==> src/hdl/ecgbl_pkg.sv <==
// Shared widths, register indexes and the sequencer program of the ECG baseline filter.
`default_nettype none

package ecgbl_pkg;

	localparam int SAMPLE_BITS = 16;
	localparam int WEIGHT_W    = 16;
	localparam int COEF_W      = 32;
	localparam int BASE_W      = 40;
	localparam int Y_W         = 40;
	localparam int OUT_W       = 32;
	localparam int FRAC_SH     = 28;
	localparam int S_W         = SAMPLE_BITS + 16;
	localparam int X_W         = SAMPLE_BITS + 18;
	localparam int D_W         = BASE_W + 1;
	localparam int V_W         = (X_W > D_W) ? X_W : D_W;
	localparam int LO_W        = 20;
	localparam int HI_W        = V_W - LO_W;
	localparam int MB_W        = (HI_W > LO_W + 1) ? HI_W : LO_W + 1;
	localparam int P_W         = COEF_W + MB_W;
	localparam int ACC_W       = COEF_W + V_W + 3;
	localparam int CFG_IDX_W   = 3;
	localparam int CFG_DATA_W  = 32;
	localparam int N_COEF      = 7;
	localparam int N_HIST      = 4;
	localparam int PC_W        = 5;

	localparam logic [WEIGHT_W-1:0]      WEIGHT_RST = 16'd328;
	localparam logic signed [COEF_W-1:0] B0_RST     = 32'sd912681;
	localparam logic signed [COEF_W-1:0] B2_RST     = -32'sd1825361;
	localparam logic signed [COEF_W-1:0] B4_RST     = 32'sd912681;
	localparam logic signed [COEF_W-1:0] A1_RST     = -32'sd987547199;
	localparam logic signed [COEF_W-1:0] A2_RST     = 32'sd1390415131;
	localparam logic signed [COEF_W-1:0] A3_RST     = -32'sd887393930;
	localparam logic signed [COEF_W-1:0] A4_RST     = 32'sd216358978;

	typedef enum logic [CFG_IDX_W-1:0] {
		REG_WEIGHT, REG_B0, REG_B2, REG_B4, REG_A1, REG_A2, REG_A3, REG_A4
	} reg_idx_t;

	typedef enum logic [2:0] {
		OP_NOP, OP_LOAD, OP_BASE, OP_XZERO, OP_ROUND, OP_EMIT
	} op_t;

	typedef enum logic [1:0] {
		J_NEXT, J_IN, J_OUT, J_RST
	} jmp_t;

	typedef enum logic [2:0] {
		A_WEIGHT, A_B0, A_B2, A_B4, A_A1, A_A2, A_A3, A_A4
	} a_sel_t;

	typedef enum logic [2:0] {
		B_DIFF, B_X0, B_X2, B_X4, B_Y1, B_Y2, B_Y3, B_Y4
	} b_sel_t;

	typedef struct packed {
		logic mul;
		logic hi;
		logic sub;
		logic clr;
	} mac_ctl_t;

	typedef struct packed {
		op_t      op;
		jmp_t     jmp;
		a_sel_t   a_sel;
		b_sel_t   b_sel;
		mac_ctl_t mac;
	} ucw_t;

	function automatic ucw_t mk(op_t op, jmp_t jmp, a_sel_t a, b_sel_t b,
		logic mul, logic hi, logic sub, logic clr);
		ucw_t w;
		w.op    = op;
		w.jmp   = jmp;
		w.a_sel = a;
		w.b_sel = b;
		w.mac   = '{mul: mul, hi: hi, sub: sub, clr: clr};
		return w;
	endfunction

	// Program: load, baseline product, baseline update, seven split products, round, emit.
	function automatic ucw_t ucode(logic [PC_W-1:0] pc);
		ucw_t w;
		unique case (pc)
			5'd0: w = mk(OP_LOAD, J_IN, A_WEIGHT, B_DIFF, 1'b0, 1'b0, 1'b0, 1'b0);
			5'd1: w = mk(OP_NOP, J_NEXT, A_WEIGHT, B_DIFF, 1'b1, 1'b0, 1'b0, 1'b1);
			5'd2: w = mk(OP_NOP, J_NEXT, A_WEIGHT, B_DIFF, 1'b1, 1'b1, 1'b0, 1'b0);
			5'd3: w = mk(OP_NOP, J_NEXT, A_WEIGHT, B_DIFF, 1'b0, 1'b0, 1'b0, 1'b0);
			5'd4: w = mk(OP_BASE, J_NEXT, A_A1, B_Y1, 1'b1, 1'b0, 1'b1, 1'b1);
			5'd5: w = mk(OP_XZERO, J_NEXT, A_A1, B_Y1, 1'b1, 1'b1, 1'b1, 1'b0);
			5'd6: w = mk(OP_NOP, J_NEXT, A_A2, B_Y2, 1'b1, 1'b0, 1'b1, 1'b0);
			5'd7: w = mk(OP_NOP, J_NEXT, A_A2, B_Y2, 1'b1, 1'b1, 1'b1, 1'b0);
			5'd8: w = mk(OP_NOP, J_NEXT, A_A3, B_Y3, 1'b1, 1'b0, 1'b1, 1'b0);
			5'd9: w = mk(OP_NOP, J_NEXT, A_A3, B_Y3, 1'b1, 1'b1, 1'b1, 1'b0);
			5'd10: w = mk(OP_NOP, J_NEXT, A_A4, B_Y4, 1'b1, 1'b0, 1'b1, 1'b0);
			5'd11: w = mk(OP_NOP, J_NEXT, A_A4, B_Y4, 1'b1, 1'b1, 1'b1, 1'b0);
			5'd12: w = mk(OP_NOP, J_NEXT, A_B2, B_X2, 1'b1, 1'b0, 1'b0, 1'b0);
			5'd13: w = mk(OP_NOP, J_NEXT, A_B2, B_X2, 1'b1, 1'b1, 1'b0, 1'b0);
			5'd14: w = mk(OP_NOP, J_NEXT, A_B4, B_X4, 1'b1, 1'b0, 1'b0, 1'b0);
			5'd15: w = mk(OP_NOP, J_NEXT, A_B4, B_X4, 1'b1, 1'b1, 1'b0, 1'b0);
			5'd16: w = mk(OP_NOP, J_NEXT, A_B0, B_X0, 1'b1, 1'b0, 1'b0, 1'b0);
			5'd17: w = mk(OP_NOP, J_NEXT, A_B0, B_X0, 1'b1, 1'b1, 1'b0, 1'b0);
			5'd18: w = mk(OP_NOP, J_NEXT, A_B0, B_X0, 1'b0, 1'b0, 1'b0, 1'b0);
			5'd19: w = mk(OP_ROUND, J_NEXT, A_B0, B_X0, 1'b0, 1'b0, 1'b0, 1'b0);
			5'd20: w = mk(OP_EMIT, J_OUT, A_B0, B_X0, 1'b0, 1'b0, 1'b0, 1'b0);
			default: w = mk(OP_NOP, J_RST, A_B0, B_X0, 1'b0, 1'b0, 1'b0, 1'b0);
		endcase
		return w;
	endfunction

endpackage

`default_nettype wire

==> src/hdl/ecgbl_mac.sv <==
// Shared multiplier and wide accumulator, one half-width product per step.
`default_nettype none

module ecgbl_mac (
	input  wire logic                                 clk,
	input  wire logic                                 arst_n,
	input  wire ecgbl_pkg::mac_ctl_t                  ctl,
	input  wire logic signed [ecgbl_pkg::COEF_W-1:0]  a,
	input  wire logic signed [ecgbl_pkg::V_W-1:0]     v,
	output logic signed [ecgbl_pkg::ACC_W-1:0]        acc
);
	import ecgbl_pkg::*;

	logic signed [MB_W-1:0]  b_op;
	logic signed [P_W-1:0]   prod_s1;
	mac_ctl_t                ctl_s1;
	logic signed [ACC_W-1:0] term;
	logic signed [ACC_W-1:0] acc_q;

	// Low half is unsigned, high half carries the sign
	always_comb begin
		if (ctl.hi) begin
			b_op = MB_W'($signed(v[V_W-1:LO_W]));
		end else begin
			b_op = MB_W'({1'b0, v[LO_W-1:0]});
		end
	end

	always_comb begin
		if (ctl_s1.hi) begin
			term = ACC_W'(prod_s1) <<< LO_W;
		end else begin
			term = ACC_W'(prod_s1);
		end
	end

	always_ff @(posedge clk or negedge arst_n) begin
		if (!arst_n) begin
			ctl_s1 <= '0;
		end else begin
			ctl_s1 <= ctl;
		end
	end

	always_ff @(posedge clk) begin
		if (ctl.mul) begin
			prod_s1 <= a * b_op;
		end
		if (ctl_s1.mul) begin
			priority if (ctl_s1.clr && ctl_s1.sub) begin
				acc_q <= -term;
			end else if (ctl_s1.clr) begin
				acc_q <= term;
			end else if (ctl_s1.sub) begin
				acc_q <= acc_q - term;
			end else begin
				acc_q <= acc_q + term;
			end
		end
	end

	assign acc = acc_q;

endmodule

`default_nettype wire

==> src/hdl/ecg_baseline_iir_filter.sv <==
// Top level: baseline removal and fourth-order IIR driven by a microcoded sequencer.
//
//   channel          signals                                      dir   width
//   ecg_sample       ecg_sample_valid/_ready, ecg_sample          in    SAMPLE_BITS
//   filtered_sample  filtered_sample_valid/_ready, filtered_sample out  32
//   configuration    cfg_we, cfg_index, cfg_data                  in    3 / 32
//
// The program steps once per cycle, unless it waits for a sample or for a stalled
// emit, through the shared 32-bit multiplier: two steps for each of the eight products
// (41-bit operands are split in halves), plus load, baseline update, rounding and emit.
// The next word is taken only after the result of the last one has been emitted.
// Reset clears the baseline and filter history and restores the default coefficients.
// A result left untaken stalls only the emit step of the following word.
`default_nettype none

module ecg_baseline_iir_filter (
	input  wire logic                                    clk,
	input  wire logic                                    arst_n,
	input  wire logic                                    cfg_we,
	input  wire logic [ecgbl_pkg::CFG_IDX_W-1:0]         cfg_index,
	input  wire logic [ecgbl_pkg::CFG_DATA_W-1:0]        cfg_data,
	input  wire logic                                    ecg_sample_valid,
	output logic                                         ecg_sample_ready,
	input  wire logic signed [ecgbl_pkg::SAMPLE_BITS-1:0] ecg_sample,
	output logic                                         filtered_sample_valid,
	input  wire logic                                    filtered_sample_ready,
	output logic signed [ecgbl_pkg::OUT_W-1:0]           filtered_sample
);
	import ecgbl_pkg::*;

	localparam int SH_W = ACC_W + 1 - FRAC_SH;
	localparam logic signed [ACC_W:0] HALF = (ACC_W + 1)'(1) <<< (FRAC_SH - 1);

	logic [PC_W-1:0]          pc_q;
	logic [PC_W-1:0]          pc_d;
	ucw_t                     cw;
	logic                     in_acc;
	logic                     emit_go;

	logic [WEIGHT_W-1:0]      weight_q;
	logic signed [COEF_W-1:0] coef_q [N_COEF];
	logic signed [BASE_W-1:0] baseline_q;
	logic signed [S_W-1:0]    s_q;
	logic signed [D_W-1:0]    d_q;
	logic signed [X_W-1:0]    x0_q;
	logic signed [X_W-1:0]    xin_q [N_HIST];
	logic signed [Y_W-1:0]    yout_q [N_HIST];
	logic signed [Y_W-1:0]    y_q;
	logic                     out_valid_q;
	logic signed [OUT_W-1:0]  out_q;

	logic signed [S_W-1:0]    s_in;
	logic signed [D_W-1:0]    d_in;
	logic signed [V_W-1:0]    x_diff;
	logic signed [COEF_W-1:0] a_op;
	logic signed [V_W-1:0]    v_op;
	logic signed [ACC_W-1:0]  acc;
	logic signed [ACC_W:0]    rnd;
	logic signed [SH_W-1:0]   sh;
	logic signed [Y_W-1:0]    y_new;
	logic signed [OUT_W-1:0]  out_new;

	assign cw               = ucode(pc_q);
	assign ecg_sample_ready = (cw.jmp == J_IN);
	assign in_acc           = ecg_sample_valid && ecg_sample_ready;
	assign emit_go          = (cw.op == OP_EMIT) && (!out_valid_q || filtered_sample_ready);

	always_comb begin
		unique case (cw.jmp)
			J_NEXT: pc_d = pc_q + PC_W'(1);
			J_IN:   pc_d = in_acc ? pc_q + PC_W'(1) : pc_q;
			J_OUT:  pc_d = emit_go ? '0 : pc_q;
			J_RST:  pc_d = '0;
			default: pc_d = '0;
		endcase
	end

	assign s_in   = {ecg_sample, 16'b0};
	assign d_in   = D_W'(s_in) - D_W'(baseline_q);
	assign x_diff = V_W'(s_q) - V_W'(baseline_q);

	always_comb begin
		unique case (cw.a_sel)
			A_WEIGHT: a_op = COEF_W'({1'b0, weight_q});
			A_B0:     a_op = coef_q[0];
			A_B2:     a_op = coef_q[1];
			A_B4:     a_op = coef_q[2];
			A_A1:     a_op = coef_q[3];
			A_A2:     a_op = coef_q[4];
			A_A3:     a_op = coef_q[5];
			A_A4:     a_op = coef_q[6];
			default:  a_op = '0;
		endcase
	end

	always_comb begin
		unique case (cw.b_sel)
			B_DIFF:  v_op = V_W'(d_q);
			B_X0:    v_op = V_W'(x0_q);
			B_X2:    v_op = V_W'(xin_q[1]);
			B_X4:    v_op = V_W'(xin_q[3]);
			B_Y1:    v_op = V_W'(yout_q[0]);
			B_Y2:    v_op = V_W'(yout_q[1]);
			B_Y3:    v_op = V_W'(yout_q[2]);
			B_Y4:    v_op = V_W'(yout_q[3]);
			default: v_op = '0;
		endcase
	end

	ecgbl_mac u_mac (
		.clk    (clk),
		.arst_n (arst_n),
		.ctl    (cw.mac),
		.a      (a_op),
		.v      (v_op),
		.acc    (acc)
	);

	// Round half up, drop the fraction, clamp to the feedback width
	assign rnd = (ACC_W + 1)'(acc) + HALF;
	assign sh  = rnd[ACC_W:FRAC_SH];

	always_comb begin
		if ((&sh[SH_W-1:Y_W-1]) || !(|sh[SH_W-1:Y_W-1])) begin
			y_new = sh[Y_W-1:0];
		end else if (sh[SH_W-1]) begin
			y_new = {1'b1, {(Y_W - 1){1'b0}}};
		end else begin
			y_new = {1'b0, {(Y_W - 1){1'b1}}};
		end
	end

	always_comb begin
		if ((&y_q[Y_W-1:OUT_W-1]) || !(|y_q[Y_W-1:OUT_W-1])) begin
			out_new = y_q[OUT_W-1:0];
		end else if (y_q[Y_W-1]) begin
			out_new = {1'b1, {(OUT_W - 1){1'b0}}};
		end else begin
			out_new = {1'b0, {(OUT_W - 1){1'b1}}};
		end
	end

	always_ff @(posedge clk or negedge arst_n) begin
		if (!arst_n) begin
			pc_q        <= '0;
			out_valid_q <= 1'b0;
		end else begin
			pc_q <= pc_d;
			if (emit_go) begin
				out_valid_q <= 1'b1;
			end else if (filtered_sample_ready) begin
				out_valid_q <= 1'b0;
			end
		end
	end

	always_ff @(posedge clk or negedge arst_n) begin
		if (!arst_n) begin
			weight_q   <= WEIGHT_RST;
			coef_q[0]  <= B0_RST;
			coef_q[1]  <= B2_RST;
			coef_q[2]  <= B4_RST;
			coef_q[3]  <= A1_RST;
			coef_q[4]  <= A2_RST;
			coef_q[5]  <= A3_RST;
			coef_q[6]  <= A4_RST;
			baseline_q <= '0;
			for (int i = 0; i < N_HIST; i++) begin
				xin_q[i]  <= '0;
				yout_q[i] <= '0;
			end
		end else begin
			if (cfg_we) begin
				unique case (cfg_index)
					REG_WEIGHT: weight_q  <= cfg_data[WEIGHT_W-1:0];
					REG_B0:     coef_q[0] <= cfg_data[COEF_W-1:0];
					REG_B2:     coef_q[1] <= cfg_data[COEF_W-1:0];
					REG_B4:     coef_q[2] <= cfg_data[COEF_W-1:0];
					REG_A1:     coef_q[3] <= cfg_data[COEF_W-1:0];
					REG_A2:     coef_q[4] <= cfg_data[COEF_W-1:0];
					REG_A3:     coef_q[5] <= cfg_data[COEF_W-1:0];
					REG_A4:     coef_q[6] <= cfg_data[COEF_W-1:0];
					default:    weight_q  <= weight_q;
				endcase
			end
			if (cw.op == OP_BASE) begin
				// floor shift of the weighted difference
				baseline_q <= baseline_q + acc[BASE_W+WEIGHT_W-1:WEIGHT_W];
			end
			if (emit_go) begin
				for (int i = N_HIST - 1; i > 0; i--) begin
					xin_q[i]  <= xin_q[i-1];
					yout_q[i] <= yout_q[i-1];
				end
				xin_q[0]  <= x0_q;
				yout_q[0] <= y_q;
			end
		end
	end

	always_ff @(posedge clk) begin
		if (in_acc) begin
			s_q <= s_in;
			d_q <= d_in;
		end
		if (cw.op == OP_XZERO) begin
			x0_q <= x_diff[X_W-1:0];
		end
		if (cw.op == OP_ROUND) begin
			y_q <= y_new;
		end
		if (emit_go) begin
			out_q <= out_new;
		end
	end

	assign filtered_sample_valid = out_valid_q;
	assign filtered_sample       = out_q;

endmodule

`default_nettype wire
==> config.mk <==
export PLATFORM = sky130hd
export DESIGN_NAME = ecg_baseline_iir_filter
export DESIGN_NICKNAME = d
export VERILOG_FILES = /design/src/hdl/ecgbl_pkg.sv /design/src/hdl/ecgbl_mac.sv /design/src/hdl/ecg_baseline_iir_filter.sv
export SDC_FILE = /design/constraint.sdc
export NUM_CORES = 2
export LEC_CHECK = 0
export BUFFER_PORTS_ARGS = -buffer_cell sky130_fd_sc_hd__buf_4
export CORE_MARGIN = 2
export CORE_UTILIZATION = 55
export DETAILED_ROUTE_END_ITERATION = 6
export MAX_ROUTING_LAYER = met4
export PLACE_DENSITY = 0.77
export SYNTH_ARGS = -nofsm -noshare
export SYNTH_HDL_FRONTEND = slang
export SYNTH_HIERARCHICAL = 1
export SYNTH_SLANG_ARGS = --single-unit
==> constraint.sdc <==
create_clock -name clk -period 11.1 [get_ports clk]
set_input_delay 2.775 -clock clk [delete_from_list [all_inputs] [get_ports clk]]
set_output_delay 2.775 -clock clk [all_outputs]
set_load 0.01 [all_outputs]
==> qor.txt <==
outcome: complete, but fails checks
failing checks: DRC
min-delay src: xin_q[43]
Slew headroom: 20.4%
DIE AREA: 135000 µm²
final hold vios: 0
via density per instance: 6.07
yosys warns: 6
count leader, synth: inv_1
post-synthesis cell type count: 96
count of final max-slew check failures: 0
die width: 367 µm
Num CTS Buffers: 95
drt total wl: 194000 µm
final setup TNS: 0 ns
first-pass GRT wire length: 307000 µm
crit path max fanout: 31
Worst path max stage delay: 0.85 ns
Critical Path Most Common Cell: fa_1
unrepaired setup endpoints after global routing: no
endpoint type of the worst setup path: flip-flop
Core Footprint: 131000 µm²
TritonCTS clock tree: yes
dominant cells by area after synthesis: fa_1, dfrtp_1, edfxtp_1
GP Congestion: 0.954
CP arrival: 11.03 ns
Worst-path clk slew: 0.06 ns
CTS H-tree lvls: 3
Crit Reg-Reg Startpoint: pc_q[3]
Worst Tran Pin Value: 1.19 ns
largest net degree at the start of global routing: 155
clk_lat worst skew: 0.72 ns
Initial Util: 55.2%
starting DRC count in detailed routing: 5775
Min Clock Period, post-route: 10.59 ns
syn_nets: 8140
Main synth FF type: dfrtp_1
share of cells above drive strength 1: 16.1%
Via Count: 54000
initial antenna violation count: 3
Clock Skews: 0.0788 ns
worst endpoint required time: 11.54 ns
GR Util met1: 39.1%
slowest cell on the critical path: and2_2
# resized after CTS: 0
chip height: 367 µm
grt met3 use: 4.12%
most frequent cells after synthesis: inv_1, nand2_1, fa_1
final period utilization: 95.4%
post-synth top area cell: fa_1
number of flops mapped to enable cells by yosys: 292
Final nets: 8080
Crit Path Class: reg2reg
Mapped Cells: 7116
Hold Crit Depth: 1
final setup violating endpoints: 0
Cell Area, Synth: 72400 µm²
Clock Sinks: 878
First-pass DRT Iterations: 7
hold endpoint: xin_q[9]
Post-CTS Setup Repair Bufs: 0
Synth Register Bits: 878
sequential cell area fraction in the yosys report: 32.5%
CTS Root Cell: clkbuf_16
Register-to-Register Path Depth: 31
clock buffer depth: 3
count of input and output buffers: 89
num rows: 133
Hold Buf Count CTS: 0
Synth top area share: 18.5%
gr usage total: 29.7%
WL/cell: 21.8 µm
r2r endpoint: u_mac/prod_s1[50]
type of the worst min-delay path: reg2reg
Remaining Overflow, GRT: 0
flop2flop setup slack: 0.51 ns
grt peak-use layer: met2
met2 usage: 46.9%
Avg Cell Area, Syn: 10.2 µm²
f_max: 0.0945 GHz
CP Launch Type: flip-flop
dpl hpwl: 145000 µm
vias in the first global route: 55000
number of routed nets with antenna violations: 0
DRC viols: 1
Area Overhead vs Synth: 8.21%
# IOs: 90
Post-synth ARST share: 66.7%
Max Cap Viol: 0
[cells in the final DEF, fill, tap and decap left out, types with 21 or more instances in the layout]
cell type and count:
a211oi_1 22, a21o_1 115, a21oi_1 327, a222oi_1 67
a22oi_1 145, a31oi_1 34, a41oi_1 41, and2_1 205
and3_1 39, buf_4 213, clkbuf_1 21, clkbuf_16 97
dfrtp_1 478, dfstp_2 104, edfxtp_1 292, fa_1 670
ha_1 298, inv_1 908, mux2_2 564, mux2i_1 36
nand2_1 683, nand2b_1 50, nand3_1 94, nand4_1 49
nor2_1 305, nor2b_1 122, nor3_1 75, o21a_1 27
o21ai_0 253, o21bai_1 33, or3_1 26, xnor2_1 205
xor2_1 163
[metal layers]
layer / up-vias / part of all wire, %
met5: - / 0
met1: 27400 / 41
li1: 23900 / -
met3: 445 / 7.6
met2: 2278 / 48
met4: 0 / 4.1
[final cells by class]
| class | instances | area, µm² |
|---|---|---|
| fillers | 10700 | 52800 |
| well taps | 1755 | 2200 |
| diodes | 3 | 7.51 |
| flip-flops and latches | 878 | 23600 |
| multi-input cells | 4949 | 44200 |
| clock buffers | 126 | 2620 |
| clock inverters | 54 | 538 |
| inverters | 910 | 3420 |
| repair buffers | 222 | 1770 |
[flip-flops by register name (all words and copies together) (netlist names)]
register and cells:
coef_q 224, yout_q 160, xin_q 136, u_mac/acc 76
u_mac/prod_s1 53, d_q 41, baseline_q 40, y_q 40
x0_q 34, filtered_sample 32, s_q 16, weight_q 16
pc_q 5, u_mac/ctl_s1 4, filtered_sample_valid 1
[through the flow]
stage / utilization [%] / area [µm²] / worst slack [ns] / instances / hold slack [ns]
floorplan: - / 72400 / 1.85 / 7116 / 0.474
global placement: 57.4 / 75200 / 0.967 / 8714 / 0.464
detailed placement: 57.4 / 75200 / 0.778 / 8714 / 0.466
CTS: 59.8 / 78400 / 0.657 / 8894 / 0.434
global route: 59.8 / 78400 / 0.0848 / 8897 / 0.467
finish: 59.8 / 78400 / 0.514 / 8897 / 0.437
[cell families after synthesis]
family	count (synthesis)	synth area share (%)
AO/OA/AOI/OAI	1240	11.3
XOR/XNOR	368	4.45
adder cells (fa/ha/maj)	968	23.7
buffers and inverters	1289	6.78
flip-flops	878	32.5
multiplexers	607	9.42
AND/OR/NAND/NOR	1766	11.8
[worst max path at each step]
stage / startpoint / end / depth (start not counted)
4_1_cts: pc_q[3] / u_mac/prod_s1[45] / 34
3_5_place_dp: pc_q[3] / u_mac/prod_s1[45] / 34
3_3_place_gp: pc_q[3] / u_mac/prod_s1[45] / 34
2_1_floorplan: pc_q[2] / u_mac/prod_s1[45] / 34
6_report: pc_q[3] / u_mac/prod_s1[50] / 31
5_1_grt: pc_q[3] / u_mac/prod_s1[45] / 34
[critical path, delay by kind of cell, from the launching register on]
family / cells / cell delay, ns
fa+ha+maj: 9 / 4.39
compound gates: 8 / 2.23
simple gates: 7 / 1.78
buf+inv: 6 / 0.81
flops: 1 / 0.61
mux: 1 / 0.46
Power is left out: the tool's default activity adds up to more than one toggle a clock period on the data nets, which glitch-free logic cannot reach.
